`src/design/flra_pkg.sv`:
```
`default_nettype none

package flra_pkg;

  // Field widths
  localparam int unsigned FREQ_W     = 22;
  localparam int unsigned ID_W       = 16;
  localparam int unsigned ACTION_W   = 2;
  localparam int unsigned CFG_IDX_W  = 2;

  // Default table depth
  localparam int unsigned TABLE_DEPTH_DEF = 16;

  // Register reset values
  localparam logic [FREQ_W-1:0] HW_MAX_RESET = FREQ_W'(1200000);
  localparam logic [FREQ_W-1:0] HW_MIN_RESET = FREQ_W'(100000);

  // Configuration register indexes
  localparam logic [CFG_IDX_W-1:0] REG_HW_MAX = CFG_IDX_W'(0);
  localparam logic [CFG_IDX_W-1:0] REG_HW_MIN = CFG_IDX_W'(1);

  // Action codes: bit 0 selects the floor table, bit 1 marks a release
  localparam logic [ACTION_W-1:0] ACT_SET_CEIL = 2'd0;
  localparam logic [ACTION_W-1:0] ACT_SET_FLOOR = 2'd1;
  localparam logic [ACTION_W-1:0] ACT_REL_CEIL = 2'd2;
  localparam logic [ACTION_W-1:0] ACT_REL_FLOOR = 2'd3;
  localparam int unsigned ACT_FLOOR_BIT   = 0;
  localparam int unsigned ACT_RELEASE_BIT = 1;

  // Result kind codes
  localparam logic KIND_CEIL  = 1'b0;
  localparam logic KIND_FLOOR = 1'b1;

  // Status codes
  localparam logic STAT_OK   = 1'b0;
  localparam logic STAT_FULL = 1'b1;

  // One stored limit entry
  typedef struct packed {
    logic [ID_W-1:0]   owner;
    logic [FREQ_W-1:0] freq;
  } entry_t;

  // Hardware bounds from the register file
  typedef struct packed {
    logic [FREQ_W-1:0] hw_max;
    logic [FREQ_W-1:0] hw_min;
  } bounds_t;

  // One result transfer
  typedef struct packed {
    logic              kind;
    logic [FREQ_W-1:0] khz;
    logic              status;
  } result_t;

endpackage

`default_nettype wire

```
`src/design/freq_limit_request_aggregator_top.sv`:
```
`default_nettype none

// Frequency limit request aggregator. A request is taken when start is high
// and busy is low; it sets or releases one requester's ceiling or floor and
// returns the effective limit of that table after the change on out_* for a
// single cycle, flagged by out_valid, after the scan and the store. The
// result cannot be stalled: the receiver must capture it in that cycle. busy
// stays high through the scan and the final store, so a new request is not
// taken before the last one has been stored; the scan reads the entry
// memory one entry per cycle through its single read port. Register writes
// (cfg_ready is always high) must only be issued while busy is low and no
// result is pending.
module freq_limit_request_aggregator_top #(
  parameter int unsigned TABLE_DEPTH = flra_pkg::TABLE_DEPTH_DEF
) (
  input  wire logic                           clk,
  input  wire logic                           rst_n,
  input  wire logic                           start,
  output logic                                busy,
  input  wire logic [flra_pkg::ACTION_W-1:0]  in_action,
  input  wire logic [flra_pkg::ID_W-1:0]      in_requester_id,
  input  wire logic [flra_pkg::FREQ_W-1:0]    in_freq_khz,
  output logic                                out_valid,
  output logic                                out_limit_kind,
  output logic [flra_pkg::FREQ_W-1:0]         out_limit_khz,
  output logic                                out_status,
  input  wire logic                           cfg_valid,
  output logic                                cfg_ready,
  input  wire logic [flra_pkg::CFG_IDX_W-1:0] cfg_index,
  input  wire logic [flra_pkg::FREQ_W-1:0]    cfg_data
);

  flra_pkg::bounds_t bounds_r, bounds_nxt;
  flra_pkg::result_t res;

  // Register file
  always_comb begin
    bounds_nxt = bounds_r;
    if (cfg_valid && cfg_ready) begin
      unique case (cfg_index)
        flra_pkg::REG_HW_MAX: bounds_nxt.hw_max = cfg_data;
        flra_pkg::REG_HW_MIN: bounds_nxt.hw_min = cfg_data;
        default: ;
      endcase
    end
  end

  always_ff @(posedge clk) begin
    if (!rst_n) begin
      bounds_r.hw_max <= flra_pkg::HW_MAX_RESET;
      bounds_r.hw_min <= flra_pkg::HW_MIN_RESET;
    end else begin
      bounds_r <= bounds_nxt;
    end
  end

  assign cfg_ready = 1'b1;

  flra_ctrl #(
    .TABLE_DEPTH (TABLE_DEPTH)
  ) u_ctrl (
    .clk          (clk),
    .rst_n        (rst_n),
    .start        (start),
    .busy         (busy),
    .action       (in_action),
    .requester_id (in_requester_id),
    .freq_khz     (in_freq_khz),
    .bounds       (bounds_r),
    .res_valid    (out_valid),
    .res          (res)
  );

  assign out_limit_kind = res.kind;
  assign out_limit_khz  = res.khz;
  assign out_status     = res.status;

endmodule

`default_nettype wire

```
`src/design/flra_entry_ram.sv`:
```
`default_nettype none

// Entry store for both tables: one write port, one registered read port.
module flra_entry_ram #(
  parameter int unsigned ADDR_W = 5
) (
  input  wire logic                  clk,
  input  wire logic                  rd_en,
  input  wire logic [ADDR_W-1:0]     rd_addr,
  output flra_pkg::entry_t           rd_data,
  input  wire logic                  wr_en,
  input  wire logic [ADDR_W-1:0]     wr_addr,
  input  wire flra_pkg::entry_t      wr_data
);

  localparam int unsigned WORDS = 1 << ADDR_W;

  flra_pkg::entry_t mem [0:WORDS-1];
  flra_pkg::entry_t rd_data_r;

  // Write port
  always_ff @(posedge clk) begin
    if (wr_en) begin
      mem[wr_addr] <= wr_data;
    end
  end

  // Registered read port
  always_ff @(posedge clk) begin
    if (rd_en) begin
      rd_data_r <= mem[rd_addr];
    end
  end

  assign rd_data = rd_data_r;

endmodule

`default_nettype wire

```
`src/design/flra_ctrl.sv`:
```
`default_nettype none

// Request sequencer: scans one table entry per cycle, drops the requester's
// old entry, finds the lowest free slot and folds the aggregate, then stores
// the new entry when a set finds a free slot and reports the effective limit.
module flra_ctrl #(
  parameter int unsigned TABLE_DEPTH = flra_pkg::TABLE_DEPTH_DEF
) (
  input  wire logic                          clk,
  input  wire logic                          rst_n,
  input  wire logic                          start,
  output logic                               busy,
  input  wire logic [flra_pkg::ACTION_W-1:0] action,
  input  wire logic [flra_pkg::ID_W-1:0]     requester_id,
  input  wire logic [flra_pkg::FREQ_W-1:0]   freq_khz,
  input  wire flra_pkg::bounds_t             bounds,
  output logic                               res_valid,
  output flra_pkg::result_t                  res
);

  localparam int unsigned IDX_W  = (TABLE_DEPTH > 1) ? $clog2(TABLE_DEPTH) : 1;
  localparam int unsigned ADDR_W = IDX_W + 1;
  localparam logic [IDX_W-1:0] LAST_IDX = IDX_W'(TABLE_DEPTH - 1);
  localparam logic [IDX_W:0]   DEPTH_CNT = (IDX_W+1)'(TABLE_DEPTH);

  localparam logic [1:0] ST_IDLE = 2'd0;
  localparam logic [1:0] ST_SCAN = 2'd1;
  localparam logic [1:0] ST_FIN  = 2'd2;

  logic [1:0]                    state_r, state_nxt;
  logic                          kind_r, kind_nxt;
  logic                          set_r, set_nxt;
  logic [flra_pkg::ID_W-1:0]     id_r, id_nxt;
  logic [flra_pkg::FREQ_W-1:0]   freq_r, freq_nxt;
  logic [IDX_W:0]                rd_cnt_r, rd_cnt_nxt;
  logic                          chk_v_r, chk_v_nxt;
  logic [IDX_W-1:0]              chk_idx_r, chk_idx_nxt;
  logic                          any_r, any_nxt;
  logic [flra_pkg::FREQ_W-1:0]   best_r, best_nxt;
  logic                          free_found_r, free_found_nxt;
  logic [IDX_W-1:0]              free_idx_r, free_idx_nxt;
  logic [TABLE_DEPTH-1:0]        ceil_vld_r, ceil_vld_nxt;
  logic [TABLE_DEPTH-1:0]        floor_vld_r, floor_vld_nxt;
  logic                          res_valid_r, res_valid_nxt;
  flra_pkg::result_t             res_r, res_nxt;

  logic                          rd_en;
  logic [ADDR_W-1:0]             rd_addr;
  flra_pkg::entry_t              rd_data;
  logic                          wr_en;
  logic [ADDR_W-1:0]             wr_addr;
  flra_pkg::entry_t              wr_data;

  logic                          cur_vld;
  logic                          match;
  logic                          better;
  logic                          insert;
  logic                          new_better;
  logic [flra_pkg::FREQ_W-1:0]   empty_val;
  logic [flra_pkg::FREQ_W-1:0]   final_limit;

  flra_entry_ram #(
    .ADDR_W (ADDR_W)
  ) u_ram (
    .clk     (clk),
    .rd_en   (rd_en),
    .rd_addr (rd_addr),
    .rd_data (rd_data),
    .wr_en   (wr_en),
    .wr_addr (wr_addr),
    .wr_data (wr_data)
  );

  // Read issue during the scan
  assign rd_en   = (state_r == ST_SCAN) && (rd_cnt_r < DEPTH_CNT);
  assign rd_addr = {kind_r, rd_cnt_r[IDX_W-1:0]};

  // Entry check on returned read data
  assign cur_vld = kind_r ? floor_vld_r[chk_idx_r] : ceil_vld_r[chk_idx_r];
  assign match   = cur_vld && (rd_data.owner == id_r);
  assign better  = kind_r ? (rd_data.freq > best_r) : (rd_data.freq < best_r);

  // Final aggregate including the new entry
  assign insert      = set_r && free_found_r;
  assign new_better  = kind_r ? (freq_r > best_r) : (freq_r < best_r);
  assign empty_val   = kind_r ? bounds.hw_min : bounds.hw_max;
  assign final_limit = (insert && (!any_r || new_better)) ? freq_r :
                       any_r ? best_r : empty_val;

  // Store of the new entry
  assign wr_en         = (state_r == ST_FIN) && insert;
  assign wr_addr       = {kind_r, free_idx_r};
  assign wr_data.owner = id_r;
  assign wr_data.freq  = freq_r;

  // Sequencer
  always_comb begin
    state_nxt      = state_r;
    kind_nxt       = kind_r;
    set_nxt        = set_r;
    id_nxt         = id_r;
    freq_nxt       = freq_r;
    rd_cnt_nxt     = rd_cnt_r;
    chk_v_nxt      = 1'b0;
    chk_idx_nxt    = chk_idx_r;
    any_nxt        = any_r;
    best_nxt       = best_r;
    free_found_nxt = free_found_r;
    free_idx_nxt   = free_idx_r;
    ceil_vld_nxt   = ceil_vld_r;
    floor_vld_nxt  = floor_vld_r;
    res_valid_nxt  = 1'b0;
    res_nxt        = res_r;

    unique case (state_r)
      ST_IDLE: begin
        if (start) begin
          kind_nxt       = action[flra_pkg::ACT_FLOOR_BIT];
          set_nxt        = !action[flra_pkg::ACT_RELEASE_BIT];
          id_nxt         = requester_id;
          freq_nxt       = freq_khz;
          rd_cnt_nxt     = '0;
          any_nxt        = 1'b0;
          free_found_nxt = 1'b0;
          state_nxt      = ST_SCAN;
        end
      end
      ST_SCAN: begin
        if (rd_en) begin
          rd_cnt_nxt  = rd_cnt_r + 1'b1;
          chk_v_nxt   = 1'b1;
          chk_idx_nxt = rd_cnt_r[IDX_W-1:0];
        end
        if (chk_v_r) begin
          if (cur_vld && !match) begin
            // kept entry takes part in the aggregate
            if (!any_r || better) begin
              best_nxt = rd_data.freq;
            end
            any_nxt = 1'b1;
          end else if (!free_found_r) begin
            free_found_nxt = 1'b1;
            free_idx_nxt   = chk_idx_r;
          end
          // drop the requester's old entry
          if (match) begin
            if (kind_r) begin
              floor_vld_nxt[chk_idx_r] = 1'b0;
            end else begin
              ceil_vld_nxt[chk_idx_r] = 1'b0;
            end
          end
          if (chk_idx_r == LAST_IDX) begin
            state_nxt = ST_FIN;
          end
        end
      end
      ST_FIN: begin
        if (insert) begin
          if (kind_r) begin
            floor_vld_nxt[free_idx_r] = 1'b1;
          end else begin
            ceil_vld_nxt[free_idx_r] = 1'b1;
          end
        end
        res_valid_nxt = 1'b1;
        res_nxt.kind   = kind_r ? flra_pkg::KIND_FLOOR : flra_pkg::KIND_CEIL;
        res_nxt.khz    = final_limit;
        res_nxt.status = (set_r && !free_found_r) ? flra_pkg::STAT_FULL
                                                  : flra_pkg::STAT_OK;
        state_nxt     = ST_IDLE;
      end
      default: begin
        state_nxt = ST_IDLE;
      end
    endcase
  end

  // Control registers
  always_ff @(posedge clk) begin
    if (!rst_n) begin
      state_r     <= ST_IDLE;
      chk_v_r     <= 1'b0;
      ceil_vld_r  <= '0;
      floor_vld_r <= '0;
      res_valid_r <= 1'b0;
    end else begin
      state_r     <= state_nxt;
      chk_v_r     <= chk_v_nxt;
      ceil_vld_r  <= ceil_vld_nxt;
      floor_vld_r <= floor_vld_nxt;
      res_valid_r <= res_valid_nxt;
    end
  end

  // Payload registers
  always_ff @(posedge clk) begin
    kind_r       <= kind_nxt;
    set_r        <= set_nxt;
    id_r         <= id_nxt;
    freq_r       <= freq_nxt;
    rd_cnt_r     <= rd_cnt_nxt;
    chk_idx_r    <= chk_idx_nxt;
    any_r        <= any_nxt;
    best_r       <= best_nxt;
    free_found_r <= free_found_nxt;
    free_idx_r   <= free_idx_nxt;
    res_r        <= res_nxt;
  end

  assign busy      = (state_r != ST_IDLE);
  assign res_valid = res_valid_r;
  assign res       = res_r;

endmodule

`default_nettype wire
```
`config.mk`:
```
export PLATFORM = sky130hd
export DESIGN_NAME = freq_limit_request_aggregator_top
export DESIGN_NICKNAME = d
export VERILOG_FILES = /design/src/design/flra_pkg.sv /design/src/design/freq_limit_request_aggregator_top.sv /design/src/design/flra_entry_ram.sv /design/src/design/flra_ctrl.sv
export SDC_FILE = /design/constraint.sdc
export NUM_CORES = 2
export LEC_CHECK = 0
export CAP_MARGIN = 25
export CORE_ASPECT_RATIO = 1.5
export CORE_UTILIZATION = 62
export CTS_BUF_LIST = sky130_fd_sc_hd__clkbuf_4 sky130_fd_sc_hd__clkbuf_8 sky130_fd_sc_hd__clkbuf_16
export CTS_CLUSTER_DIAMETER = 200
export DETAILED_ROUTE_END_ITERATION = 8
export DONT_BUFFER_PORTS = 1
export GPL_ROUTABILITY_DRIVEN = 0
export PLACE_DENSITY_LB_ADDON = 0.05
export SETUP_SLACK_MARGIN = 0.2
export SLEW_MARGIN = 0
export SYNTH_ARGS = -nofsm -noshare
export SYNTH_HDL_FRONTEND = slang
export SYNTH_SLANG_ARGS = --single-unit
```
`constraint.sdc`:
```
create_clock -name clk -period 3.97 [get_ports clk]
set_clock_uncertainty 0.05 [all_clocks]
set_input_delay 0.397 -clock clk [delete_from_list [all_inputs] [get_ports clk]]
set_output_delay 0.397 -clock clk [all_outputs]
set_load 0.02 [all_outputs]
```
==> flow_metrics.tcl <==
set metrics [dict create \
    regToRegStartpoint "u_ctrl.freq_r[21]" \
    rrSetupSlack_ns 0.61 \
    post-dp-hpwl_mm 73.0 \
    ant_nets 0 \
    ctsHtreeMaxLevel 4 \
    slew-limit-headroom_pct 30.6 \
    multi_input_area_mm2 0.0129 \
    powerDensity_mw_per_mm2 500 \
    cts_sinks 1435 \
    status "complete, no violations" \
    cts_buffer_depth 3 \
    synth.area.top_cells "edfxtp_1 (73%), mux4_2 (16%), dfxtp_1 (2.9%), ha_1 (1.0%), nand2_1 (0.90%)" \
    nNetsFinal 2921 \
    ys_seq_area_share_pct 76.0 \
    fin_ws_ns 0.610 \
    grt_max_degree 75 \
    min_path_type "in -> reg" \
    portBuffers 0 \
    vdd_ir_drop_max_mv 0.425 \
    cap_violations 0 \
    final.period_utilization_pct 84.6 \
    design_power_total_mw 31.9 \
    grt_pass1_wl_mm 196 \
    endpoint_kind "register" \
    dr.pass1.iters 5 \
    clk_pin_slew_worst_paths_ns 0.06 \
    regArea_mm2 0.0423 \
    slew_viol_final 0 \
    layout_commonest_cell "edfxtp_1" \
    drive_gt1_share_pct 27.8 \
    cts_buffers 132 \
    crit_chain "buf_4 > ha_1 > nand4_1 > nor4_2 > nand2_1 > o21ai_1 > nor3_1 > mux2_2 > mux2_1" \
    cp-start-kind "register" \
    place_ws_ns 0.378 \
    internal_power_mw 25.1 \
    insertion_delay_ns 0.76 \
    fin_crit_ns 3.36 \
    dieArea_mm2 0.0909 \
    final_core_util_pct 71.9 \
    cellLeakagePower_nw 20.3 \
    ios 95 \
    min_from "rst_n" \
    comb_power_share_pct 7.6 \
    wire_per_inst_um 33.6 \
    die_h_um 369 \
    rr_worst_depth 9 \
    netlist.area_leader.share_pct 73.1 \
    ys_types 54 \
    rsz0062_at_grt "no" \
    wl_mm 137 \
    vias 27464 \
    hold_path_depth 2 \
    setup_tns_ns 0 \
    start_util_pct 62.6 \
    critical_path_class "reg -> reg" \
    overflow 0 \
    core_area_mm2 0.0889 \
    grt_antenna_before_repair 5 \
    first_global_vias 28012 \
    worstMarginPinSlew_ns 1.04 \
    syn_area_mm2 0.0556 \
    via_per_inst 6.74 \
    holdWs_ns 0.0448 \
    reg2reg_to "u_ctrl.res[12]" \
    power.switching_mw 6.83 \
    synthFlopType "edfxtp_1" \
    clock-root-buffer "clkbuf_16" \
    drc 0 \
    n_fill_cell 5153 \
    hold_viol_final 0 \
    pwr-share-clk_pct 39.8 \
    crit_required_ns 4.41 \
    pwr-share-seq_pct 52.6 \
    clock.fmax_mhz 298 \
    ys_warn_count 0 \
    syn_nets 2688 \
    drt_iter0_drc 3150 \
    p_sw_share_pct 21.4 \
    avgSynthCellArea_um2 21.6 \
    crit_arrival_ns 3.80 \
    syn_to_final_growth_pct 14.9 \
    fp.dieW_um 247 \
    syn_inst 2575 \
    cp_max_fo 34 \
    cp_slowest_cell "mux2_2" \
    layout_common_cells "edfxtp_1 (1355), mux4_2 (384), clkbuf_16 (138)" \
    ys_ff_latch 1435 \
    track_usage_pct 31.2 \
    yosys.area.top_type "edfxtp_1" \
    cp_slowest_stage_delay_ns 0.63 \
    synth_edf_count 1355 \
    row_count 134 \
    hold_end "bounds_r[17]" \
    setup_viol 0 \
    cts_tree "built" \
    synthArstFlopShare_pct 0 \
]
==> critical path: cells and delay by family, from the launching register on <==
kind            cells  cell delay, ns
mux                 2            1.03
compound gates      1            0.15
simple gates        4            0.87
buf+inv             1            0.26
fa+ha+maj           1            0.36
flops               1            0.36
==> state kept, by name, indices dropped and copies added (netlist names), 2 cells and up <==
register	cells
u_ctrl.res	24
u_ctrl.u_ram.rd_data	38
u_ctrl.floor_vld_r	16
u_ctrl.state_r	2
u_ctrl.freq_r	22
u_ctrl.best_r	22
u_ctrl.u_ram.mem	1216
u_ctrl.free_idx_r	4
u_ctrl.chk_idx_r	4
bounds_r	44
u_ctrl.ceil_vld_r	16
u_ctrl.id_r	16
u_ctrl.rd_cnt_r	5
==> synth_stat cells, drive strengths merged (3+ instances only) <==
| master | number |
|---|---|
| edfxtp | 1355 |
| mux4 | 388 |
| nand2 | 133 |
| clkbuf | 80 |
| dfxtp | 80 |
| mux2 | 60 |
| nor2 | 60 |
| o21ai | 59 |
| a21oi | 52 |
| buf | 46 |
| ha | 45 |
| inv | 35 |
| nand3 | 27 |
| mux2i | 26 |
| xor2 | 18 |
| o211ai | 12 |
| o311ai | 12 |
| nand4 | 10 |
| a21o | 8 |
| nand3b | 8 |
| or3 | 8 |
| nor2b | 6 |
| nor4 | 6 |
| nand2b | 5 |
| o22ai | 4 |
| or3b | 4 |
| a211oi | 3 |
| nor3 | 3 |
==> worst max path at each step <==
stage | start | to | slack (ns) | depth (start not counted)
after floorplan | u_ctrl.kind_r | u_ctrl.u_ram.mem[4][0] | 0.47 | 7
after global placement | u_ctrl.freq_r[21] | u_ctrl.res[14] | 0.40 | 9
after detailed placement | u_ctrl.freq_r[21] | u_ctrl.res[12] | 0.38 | 9
after CTS | u_ctrl.freq_r[21] | u_ctrl.res[12] | 0.37 | 9
after global routing | u_ctrl.id_r[11] | u_ctrl.floor_vld_r[11] | 0.33 | 9
final | u_ctrl.freq_r[21] | u_ctrl.res[12] | 0.61 | 9
==> layer usage <==
metal  track usage, %  wire length (µm)  vias up
li1                 -                 -    11187
met1             41.2             50800    14659
met2             52.5             71000     1340
met3             5.36             10400      276
met4             11.3              4750        2
met5                0                12        -
==> power by group through the flow <==
stage / clock (mW) / combinational (mW) / sequential (mW)
2_1_floorplan: 0 / 1.61 / 17.2
3_3_place_gp: 0 / 2.30 / 17.1
3_5_place_dp: 0 / 2.35 / 17.1
4_1_cts: 12.9 / 2.44 / 16.8
5_1_grt: 13.4 / 2.57 / 16.8
6_report: 12.7 / 2.41 / 16.8
==> area by class of cell <==
cell class | count | area share [%]
Antenna cell | 2 | 0.00783
Clock buffer | 155 | 5.62
Clock inverter | 85 | 1.19
Inverter | 35 | 0.206
Multi-Input combinational cell | 979 | 20.2
Sequential cell | 1435 | 66.2
Tap cell | 1156 | 2.26
Timing Repair Buffer | 225 | 4.31
==> stage by stage <==
stage | area (µm²) | cells
2_1_floorplan | 55600 | 2575
3_3_place_gp | 58600 | 3741
3_5_place_dp | 58600 | 3742
4_1_cts | 63800 | 4068
5_1_grt | 63900 | 4071
6_report | 63900 | 4072
==> kinds of logic (layout without fill, tap and decap cells) <==
group | after synthesis | after routing | share of synthesized area [%]
other | 1 | 3 | 0.00674
muxes | 474 | 474 | 17.4
and+or+nand+nor | 279 | 279 | 2.26
DFF | 1435 | 1435 | 76.0
adders and majority gates | 45 | 45 | 1.01
buffers and inverters | 161 | 500 | 1.25
AOI/OAI and AO/OA | 160 | 160 | 1.71
xor gates and xnor gates | 20 | 20 | 0.315
==> what timing repair did <==
| action | in CTS | in global routing |
|---|---|---|
| hold buffers | 86 | 0 |
| buffers inserted | 0 | 1 |
| gates resized for setup | 0 | 1 |
| endpoints found under the setup margin | 0 | 8 |
| endpoints found under the hold margin | 123 | 0 |
Note: power is estimated with default switching activity, not from simulation.
